File: src/rtl/i2cmbs_pkg.sv
`timescale 1ns / 1ps
// ---------------------------------------------------------------------------
// I2C master bit sequencer package
// Command codes, pin action kinds and the command length table that the
// sequencer and its checker share.
// ---------------------------------------------------------------------------
package i2cmbs_pkg;

    // Command codes as they arrive on the input stream.
    typedef enum logic [2:0] {
        CMD_START = 3'd0,
        CMD_STOP  = 3'd1,
        CMD_SEND  = 3'd2,
        CMD_RECV  = 3'd3,
        CMD_SACK  = 3'd4,
        CMD_RACK  = 3'd5,
        CMD_IDLE  = 3'd7
    } cmd_t;

    // The one pin action performed on a tick.
    typedef enum logic [1:0] {
        ACT_SCL  = 2'd0,
        ACT_SDA  = 2'd1,
        ACT_READ = 2'd2
    } act_t;

    localparam int PHASE_W = 5;
    localparam int SLOT_W  = 2;

    // Last slot of the three-tick bit pattern.
    localparam logic [SLOT_W-1:0] SLOT_LAST = 2'd2;

    // Packed widths of the stream payloads.
    localparam int IN_DATA_W  = 16;
    localparam int IN_USER_W  = 4;
    localparam int OUT_DATA_W = 16;

    // Index of the last tick of each command.
    function automatic logic [PHASE_W-1:0] cmd_last_phase(input cmd_t cmd);
        logic [PHASE_W-1:0] last;
        unique case (cmd)
            CMD_START: last = 5'd3;
            CMD_STOP:  last = 5'd2;
            CMD_SEND:  last = 5'd24;
            CMD_RECV:  last = 5'd25;
            CMD_SACK:  last = 5'd2;
            CMD_RACK:  last = 5'd3;
            default:   last = 5'd0;
        endcase
        return last;
    endfunction

endpackage

File: src/rtl/i2c_master_bit_sequencer.sv
`timescale 1ns / 1ps
// ---------------------------------------------------------------------------
// I2C master bit sequencer
// Drives SCL and SDA one pin action per timing tick for start, stop, byte
// and acknowledge commands, and reports received data on the last tick.
// ---------------------------------------------------------------------------
// Usage:
// Each transfer on the input stream is one timing tick. tuser carries the
// command request and its code, tdata the byte to send, the ack level to
// drive and the sampled SDA level. Every input transfer produces exactly one
// output transfer with the SCL and SDA levels after that tick, the busy flag,
// the received byte and ack level; tlast marks the last tick of a command.
// A command request is taken only while no command runs; it is dropped
// otherwise, as are unknown codes.
// Output valid follows in the cycle after the input transfer. One tick is
// taken per clock cycle while the output register is free: the sequencer
// state and the output register update together in that cycle. While the
// receiver stalls, the output register holds its transfer and the input is
// not ready; a full output register takes a new tick only while emptied.
// Reset releases both lines high, leaves the sequencer idle and empties the
// output register.
// ---------------------------------------------------------------------------
module i2c_master_bit_sequencer
    import i2cmbs_pkg::*;
(
    input  logic                  clk,
    input  logic                  rst_n,
    // Input ticks.
    input  logic                  s_axis_tvalid,
    output logic                  s_axis_tready,
    // tdata: tx_byte[7:0], ack_level[8], sda_in[9], zero[15:10]
    input  logic [IN_DATA_W-1:0]  s_axis_tdata,
    // tuser: cmd_valid[0], func[3:1]
    input  logic [IN_USER_W-1:0]  s_axis_tuser,
    // Output results, tlast is done_res.
    output logic                  m_axis_tvalid,
    input  logic                  m_axis_tready,
    // tdata: scl_level[0], sda_level[1], busy_res[2], rx_byte[10:3],
    //        ack_seen[11], zero[15:12]
    output logic [OUT_DATA_W-1:0] m_axis_tdata,
    output logic                  m_axis_tlast
);

    // Sequencer state.
    cmd_t               cmd_reg, cmd_next;
    logic [PHASE_W-1:0] phase_reg, phase_next;
    logic [SLOT_W-1:0]  slot_reg, slot_next;
    logic [7:0]         tx_reg, tx_next;
    logic [7:0]         rx_reg, rx_next;
    logic               ack_latch_reg, ack_latch_next;
    logic               ack_drive_reg, ack_drive_next;
    logic               scl_reg, scl_next;
    logic               sda_reg, sda_next;

    // Output register.
    logic                  out_valid_reg;
    logic [OUT_DATA_W-1:0] out_data_reg, out_data_next;
    logic                  out_last_reg, out_last_next;

    // Input field views.
    logic       in_cmd_valid;
    logic [2:0] in_func;
    logic [7:0] in_tx_byte;
    logic       in_ack_level;
    logic       in_sda;
    logic       in_xfer;

    // Working values for the current tick.
    logic               take_cmd;
    cmd_t               cur_cmd;
    logic [PHASE_W-1:0] cur_phase;
    logic [SLOT_W-1:0]  cur_slot;
    logic [7:0]         cur_tx;
    logic [7:0]         cur_rx;
    logic               cur_ack_drive;
    act_t               act_kind;
    logic               act_val;
    logic               is_last;
    logic               slot_step;
    logic [7:0]         rx_rep;
    logic               ack_rep;
    logic               busy;

    assign in_tx_byte   = s_axis_tdata[7:0];
    assign in_ack_level = s_axis_tdata[8];
    assign in_sda       = s_axis_tdata[9];
    assign in_cmd_valid = s_axis_tuser[0];
    assign in_func      = s_axis_tuser[3:1];

    // The input is taken whenever the output register is free this cycle.
    assign s_axis_tready = !out_valid_reg || m_axis_tready;
    assign in_xfer       = s_axis_tvalid && s_axis_tready;

    // A new command starts on this tick when idle and the code is known.
    always_comb
    begin
        take_cmd      = (cmd_reg == CMD_IDLE) && in_cmd_valid && (in_func <= CMD_RACK);
        cur_cmd       = take_cmd ? cmd_t'(in_func) : cmd_reg;
        cur_phase     = take_cmd ? '0 : phase_reg;
        cur_slot      = take_cmd ? '0 : slot_reg;
        cur_tx        = take_cmd ? in_tx_byte : tx_reg;
        cur_rx        = take_cmd ? 8'd0 : rx_reg;
        cur_ack_drive = take_cmd ? in_ack_level : ack_drive_reg;
    end

    // Pin action decode for the current command and phase.
    always_comb
    begin
        act_kind = ACT_SCL;
        act_val  = 1'b0;
        unique case (cur_cmd)
            CMD_START:
            begin
                act_kind = cur_phase[0] ? ACT_SCL : ACT_SDA;
                act_val  = !cur_phase[1];
            end
            CMD_STOP:
            begin
                act_kind = (cur_phase == 5'd1) ? ACT_SCL : ACT_SDA;
                act_val  = (cur_phase != 5'd0);
            end
            CMD_SEND:
            begin
                if (cur_phase != 5'd0)
                begin
                    if (cur_slot == 2'd0)
                    begin
                        act_kind = ACT_SDA;
                        act_val  = cur_tx[7];
                    end
                    else
                    begin
                        act_val = (cur_slot == 2'd1);
                    end
                end
            end
            CMD_RECV:
            begin
                if (cur_phase == 5'd1)
                begin
                    act_kind = ACT_SDA;
                    act_val  = 1'b1;
                end
                else if (cur_phase != 5'd0)
                begin
                    if (cur_slot == 2'd0)
                    begin
                        act_val = 1'b1;
                    end
                    else if (cur_slot == 2'd1)
                    begin
                        act_kind = ACT_READ;
                    end
                end
            end
            CMD_SACK:
            begin
                if (cur_phase == 5'd0)
                begin
                    act_kind = ACT_SDA;
                    act_val  = cur_ack_drive;
                end
                else
                begin
                    act_val = (cur_phase == 5'd1);
                end
            end
            CMD_RACK:
            begin
                unique case (cur_phase[1:0])
                    2'd0:
                    begin
                        act_kind = ACT_SDA;
                        act_val  = 1'b1;
                    end
                    2'd1:
                    begin
                        act_val = 1'b1;
                    end
                    2'd2:
                    begin
                        act_kind = ACT_READ;
                    end
                    default:
                    begin
                        act_val = 1'b0;
                    end
                endcase
            end
            default:
            begin
                act_kind = ACT_SCL;
                act_val  = 1'b0;
            end
        endcase
    end

    // State update and result for this tick.
    always_comb
    begin
        cmd_next       = cur_cmd;
        phase_next     = cur_phase;
        slot_next      = cur_slot;
        tx_next        = cur_tx;
        rx_next        = cur_rx;
        ack_latch_next = ack_latch_reg;
        ack_drive_next = cur_ack_drive;
        scl_next       = scl_reg;
        sda_next       = sda_reg;
        is_last        = 1'b0;
        slot_step      = 1'b0;
        rx_rep         = 8'd0;
        ack_rep        = 1'b1;
        busy           = 1'b0;

        if (cur_cmd != CMD_IDLE)
        begin
            // Apply the pin action.
            case (act_kind)
                ACT_SCL:
                begin
                    scl_next = act_val;
                end
                ACT_SDA:
                begin
                    sda_next = act_val;
                    if (cur_cmd == CMD_SEND)
                    begin
                        tx_next = {cur_tx[6:0], 1'b0};
                    end
                end
                default:
                begin
                    if (cur_cmd == CMD_RECV)
                    begin
                        rx_next = {cur_rx[6:0], in_sda};
                    end
                    else
                    begin
                        ack_latch_next = in_sda;
                    end
                end
            endcase

            // Step the three-tick bit pattern inside the byte commands.
            slot_step = ((cur_cmd == CMD_SEND) && (cur_phase != 5'd0))
                     || ((cur_cmd == CMD_RECV) && (cur_phase > 5'd1));
            if (slot_step)
            begin
                slot_next = (cur_slot == SLOT_LAST) ? '0 : cur_slot + 2'd1;
            end

            // Finish or advance the command.
            is_last = (cur_phase >= cmd_last_phase(cur_cmd));
            if (is_last)
            begin
                if (cur_cmd == CMD_RECV)
                begin
                    rx_rep = rx_next;
                end
                if (cur_cmd == CMD_RACK)
                begin
                    ack_rep = ack_latch_next;
                end
                cmd_next   = CMD_IDLE;
                phase_next = '0;
            end
            else
            begin
                phase_next = cur_phase + 5'd1;
                busy       = 1'b1;
            end
        end

        out_data_next = {4'd0, ack_rep, rx_rep, busy, sda_next, scl_next};
        out_last_next = is_last;
    end

    // Sequencer registers advance once per input transfer.
    always_ff @(posedge clk or negedge rst_n)
    begin
        if (!rst_n)
        begin
            cmd_reg       <= CMD_IDLE;
            phase_reg     <= '0;
            slot_reg      <= '0;
            tx_reg        <= '0;
            rx_reg        <= '0;
            ack_latch_reg <= 1'b1;
            ack_drive_reg <= 1'b0;
            scl_reg       <= 1'b1;
            sda_reg       <= 1'b1;
        end
        else if (in_xfer)
        begin
            cmd_reg       <= cmd_next;
            phase_reg     <= phase_next;
            slot_reg      <= slot_next;
            tx_reg        <= tx_next;
            rx_reg        <= rx_next;
            ack_latch_reg <= ack_latch_next;
            ack_drive_reg <= ack_drive_next;
            scl_reg       <= scl_next;
            sda_reg       <= sda_next;
        end
    end

    // Output valid flag.
    always_ff @(posedge clk or negedge rst_n)
    begin
        if (!rst_n)
        begin
            out_valid_reg <= 1'b0;
        end
        else if (in_xfer)
        begin
            out_valid_reg <= 1'b1;
        end
        else if (m_axis_tready)
        begin
            out_valid_reg <= 1'b0;
        end
    end

    // Output payload, loaded with each tick's result.
    always_ff @(posedge clk)
    begin
        if (in_xfer)
        begin
            out_data_reg <= out_data_next;
            out_last_reg <= out_last_next;
        end
    end

    assign m_axis_tvalid = out_valid_reg;
    assign m_axis_tdata  = out_data_reg;
    assign m_axis_tlast  = out_last_reg;

endmodule

File: config.mk
export PLATFORM = sky130hd
export DESIGN_NAME = i2c_master_bit_sequencer
export DESIGN_NICKNAME = d
export VERILOG_FILES = /design/src/rtl/i2cmbs_pkg.sv /design/src/rtl/i2c_master_bit_sequencer.sv
export SDC_FILE = /design/constraint.sdc
export NUM_CORES = 1
export LEC_CHECK = 0
export BUFFER_PORTS_ARGS = -buffer_cell sky130_fd_sc_hd__buf_2
export CORE_MARGIN = 2
export CORE_UTILIZATION = 35
export DETAILED_ROUTE_END_ITERATION = 16
export GPL_TIMING_DRIVEN = 0
export PLACE_DENSITY = 0.51
export SYNTH_ARGS = -nofsm -noshare
export SYNTH_HDL_FRONTEND = slang
export SYNTH_SLANG_ARGS = --single-unit
export TNS_END_PERCENT = 5
File: constraint.sdc
create_clock -name clk -period 8.3 [get_ports clk]
set_clock_uncertainty 0.2 [all_clocks]
set_input_delay 0.415 -clock clk [delete_from_list [all_inputs] [get_ports clk]]
set_output_delay 0.415 -clock clk [all_outputs]
set_load 0.1 [all_outputs]
==> metrics.md <==
| Metric | Value |
|---|---|
| Status | complete, no violations |
| Starting density of the core | 0.357 |
| Worst setup path category | reg -> reg |
| Top cell type's share of synthesized area | 0.230 |
| Leak | around 0.0013 uW |
| Clk network pwr share | 0.156 |
| CP Capture Type | flop |
| Internal Power | a little under 600 uW |
| Antenna Nets Post-Route | 0 |
| Layout cell share with drive strength beyond 1 | 0.229 |
| Critical Path Fanout Max | 10 |
| CP arrival | 3.76 ns |
| Worst Hold Class | in -> reg |
| VDD IR max | about 0.14 mV |
| Sw Ratio | 0.467 |
| Switching pwr | around 520 uW |
| Core footprint | roughly 7600 um^2 |
| Final WL | ~6600 um |
| Reg power frac | 0.320 |
| First-pass GRT wire length | around 11000 um |
| Clock root buffer | clkbuf_8 |
| DIE WIDTH | between 90 and 100 um |
| Cell count after synthesis | between 200 and 300 |
| Tmin final | 3.93 ns |
| Fin nets | around 360 |
| Initial antenna violation count | 0 |
| Synth cell count leaders | nor2_1 (34), nand2_1 (32), dfrtp_1 (25) |
| Post-synthesis adder-cell area fraction | 0.0368 |
| DR iter-0 viols | 184 |
| HPWL after DPL | between 4000 and 5000 um |
| Total die area | 8490 um^2 |
| CTS tree | done |
| Worst skew pair latency | between 0.3 and 0.4 ns |
| Setup TNS | 0 ns |
| Placed cell area | approximately 3000 um^2 |
| H-Tree Depth | 2 |
| Cell Pwr Density | about 350 nW/um^2 |
| Max clock buf depth | 2 |
| Row Count | 32 |
| Final core occ | 0.413 |
| Overflow after GRT | 0 |
| Final instance area | roughly 3100 um^2 |
| Seq/Total Area, Yosys | 0.432 |
| Pin count of the biggest net entering global routing | 32 |
| Combinational power share | 0.524 |
| # IOs | 43 |
| Post-synth cell types | 66 |
| Worst-path clk slew | approximately 0.090 ns |
| Syn-to-layout area delta | 15.6% |
| Cell area after synthesis | 2720 um^2 |
| Max Cap Viol | 0 |
| Xor and xnor fraction of the mapped netlist area | 0.00645 |
| Routed via count | between 2000 and 2500 |
| Synth Area in Compound Gates | 0.193 |
| Yosys top cell by area | dfrtp_1 |
| Synth warnings | 0 |
| Top post-synthesis cells by area | dfrtp_1 (23%), edfxtp_1 (14%), dfstp_2 (5.8%) |
| Post_cts resized | 0 |
| Multiplexer share of the synthesized area | 0.0640 |
| IO Port Bufs | 32 |
| Final setup fails | 0 |
| CTS buffer count | 5 |
| Gpl congestion | 0.894 |
| Worst setup SP type | flop |
| Vias per Instance | around 5.3 |
| Relative slew slack | 0.127 |
| Vias in the first global route | approximately 2100 |
| Max reg flops | 12 |
| Number of synthesized flops with an enable pin | 13 |
| Final Hold Fails | 0 |
| Largest family of logic cells by synthesized area | simple AND/OR/NAND/NOR gates |
| Post-synthesis register bit count | 44 |
| Async set-reset flop share out of synthesis | 0.705 |
| Sink Count | 44 |
| Worst Max-Slew Pin Slew | about 1.3 ns |
| GR Util All Layers | 0.165 |
| Mean Syn Cell Area | between 9 and 10 um^2 |
| Slew Limit Fails | 0 |
| Post-Synth Simple-Gate Area | 0.213 |
| Final worst-path cycle share | 0.473 |
| RSZ-0062 raised after global routing | false |
| Most used flip-flop cell after synthesis | dfrtp_1 |
| DRC Markers | 0 |
| Top-count cell post-synth | nor2_1 |
| Die height | ~90 um |
| Max Fclk | between 0.2 and 0.3 GHz |
| # diodes | 0 |
| Worst Path Required | 8.13 ns |
| Drt wl/cell | approximately 15 um |
| 1st-pass router iterations | 4 |
[metal layers]
layer,GRT usage,part of all wire,up-vias
met5,0,0,-
met4,0.0485,0.010,0
met3,0.0271,0.044,6
met2,0.253,0.45,49
met1,0.238,0.49,1090
li1,-,-,1118
[what timing repair did]
item                                   in CTS  in global routing
hold buffers                                1                  0
buffers inserted                            0                  0
endpoints found under the hold margin      18                  0
[area by class of cell]
type | count | area [um^2]
Clock buffer | 5 | 68.8
Clock inverter | 3 | 46.3
Fill cell | 791 | 4470
Buffer | 17 | 115
Multi-Input combinational cell | 218 | 1410
Timing Repair Buffer | 33 | 170
Sequential cell | 44 | 1170
Tap cell | 102 | 128
Inverter | 8 | 30.0
[worst max-delay path: stages (launching register included)]
cell,delay (ns)
dfstp_2,0.53
clkbuf_8,0.15
nand4_2,0.23
o31ai_4,0.55
xor2_1,0.24
o22ai_1,0.12
ha_1,0.28
nand2b_1,0.14
a21oi_1,0.14
a21boi_0,0.10
o22ai_1,0.39
clkbuf_1,0.48
nor4_1,0.13
[kinds of logic (layout without fill, tap and decap cells)]
kind of cell,Yosys count,count (layout)
AND/OR/NAND/NOR,113,113
AO/OA/AOI/OAI,74,74
flip-flops,44,44
buffers and inverters,25,66
multiplexers,17,17
adder cells (fa/ha/maj),8,8
XOR/XNOR,2,2
other,1,4
[cell usage in the layout, fill, tap and decap left out, types with 6 or more instances in the layout]
master / netlist / final
buf_2: 4 / 36
nand2_1: 32 / 32
dfstp_2: 6 / 6
a21oi_1: 13 / 13
o21ai_0: 19 / 19
clkbuf_8: 2 / 7
ha_1: 8 / 8
a22o_1: 10 / 10
inv_1: 6 / 6
nor2_1: 34 / 34
dfrtp_1: 25 / 25
mux2i_1: 14 / 14
edfxtp_1: 13 / 13
and2_1: 7 / 7
[metrics by stage]
stage	hold WS, ns	setup slack (ns)	instances	total power (uW)
after floorplan	-0.0806	4.63	287	801
after global placement	0.264	4.37	421	929
after detailed placement	0.272	4.40	421	933
after CTS	0.102	4.39	430	1110
after global routing	0.104	4.13	430	1190
final	0.107	4.37	430	1110
[power groups by stage]
stage	clock network, uW	registers, uW	logic, uW
5_1_grt	187	363	644
3_5_place_dp	0	358	575
4_1_cts	180	353	579
6_report	173	354	580
3_3_place_gp	0	355	574
2_1_floorplan	0	423	379
[path summary, 6_finish.rpt]
path | depth (start not counted) | startpoint | to | slack [ns]
max | 12 | cmd_reg[2]$_DFFE_PN1P_ | m_axis_tdata[3]$_SDFFCE_PN0P_ | 4.37
min | 2 | s_axis_tvalid | m_axis_tvalid$_DFFE_PN0P_ | 0.11
max reg2reg | 12 | cmd_reg[2]$_DFFE_PN1P_ | m_axis_tdata[3]$_SDFFCE_PN0P_ | 4.37
min reg2reg | 2 | tx_reg[3]$_DFFE_PN0P_ | tx_reg[3]$_DFFE_PN0P_ | 0.29
max in group asynchronous | 2 | rst_n | slot_reg[1]$_DFFE_PN0P_ | 6.94
min in group asynchronous | 2 | rst_n | phase_reg[4]$_DFFE_PN0P_ | 0.49
No activity file was read; power rests on OpenSTA's default activity.
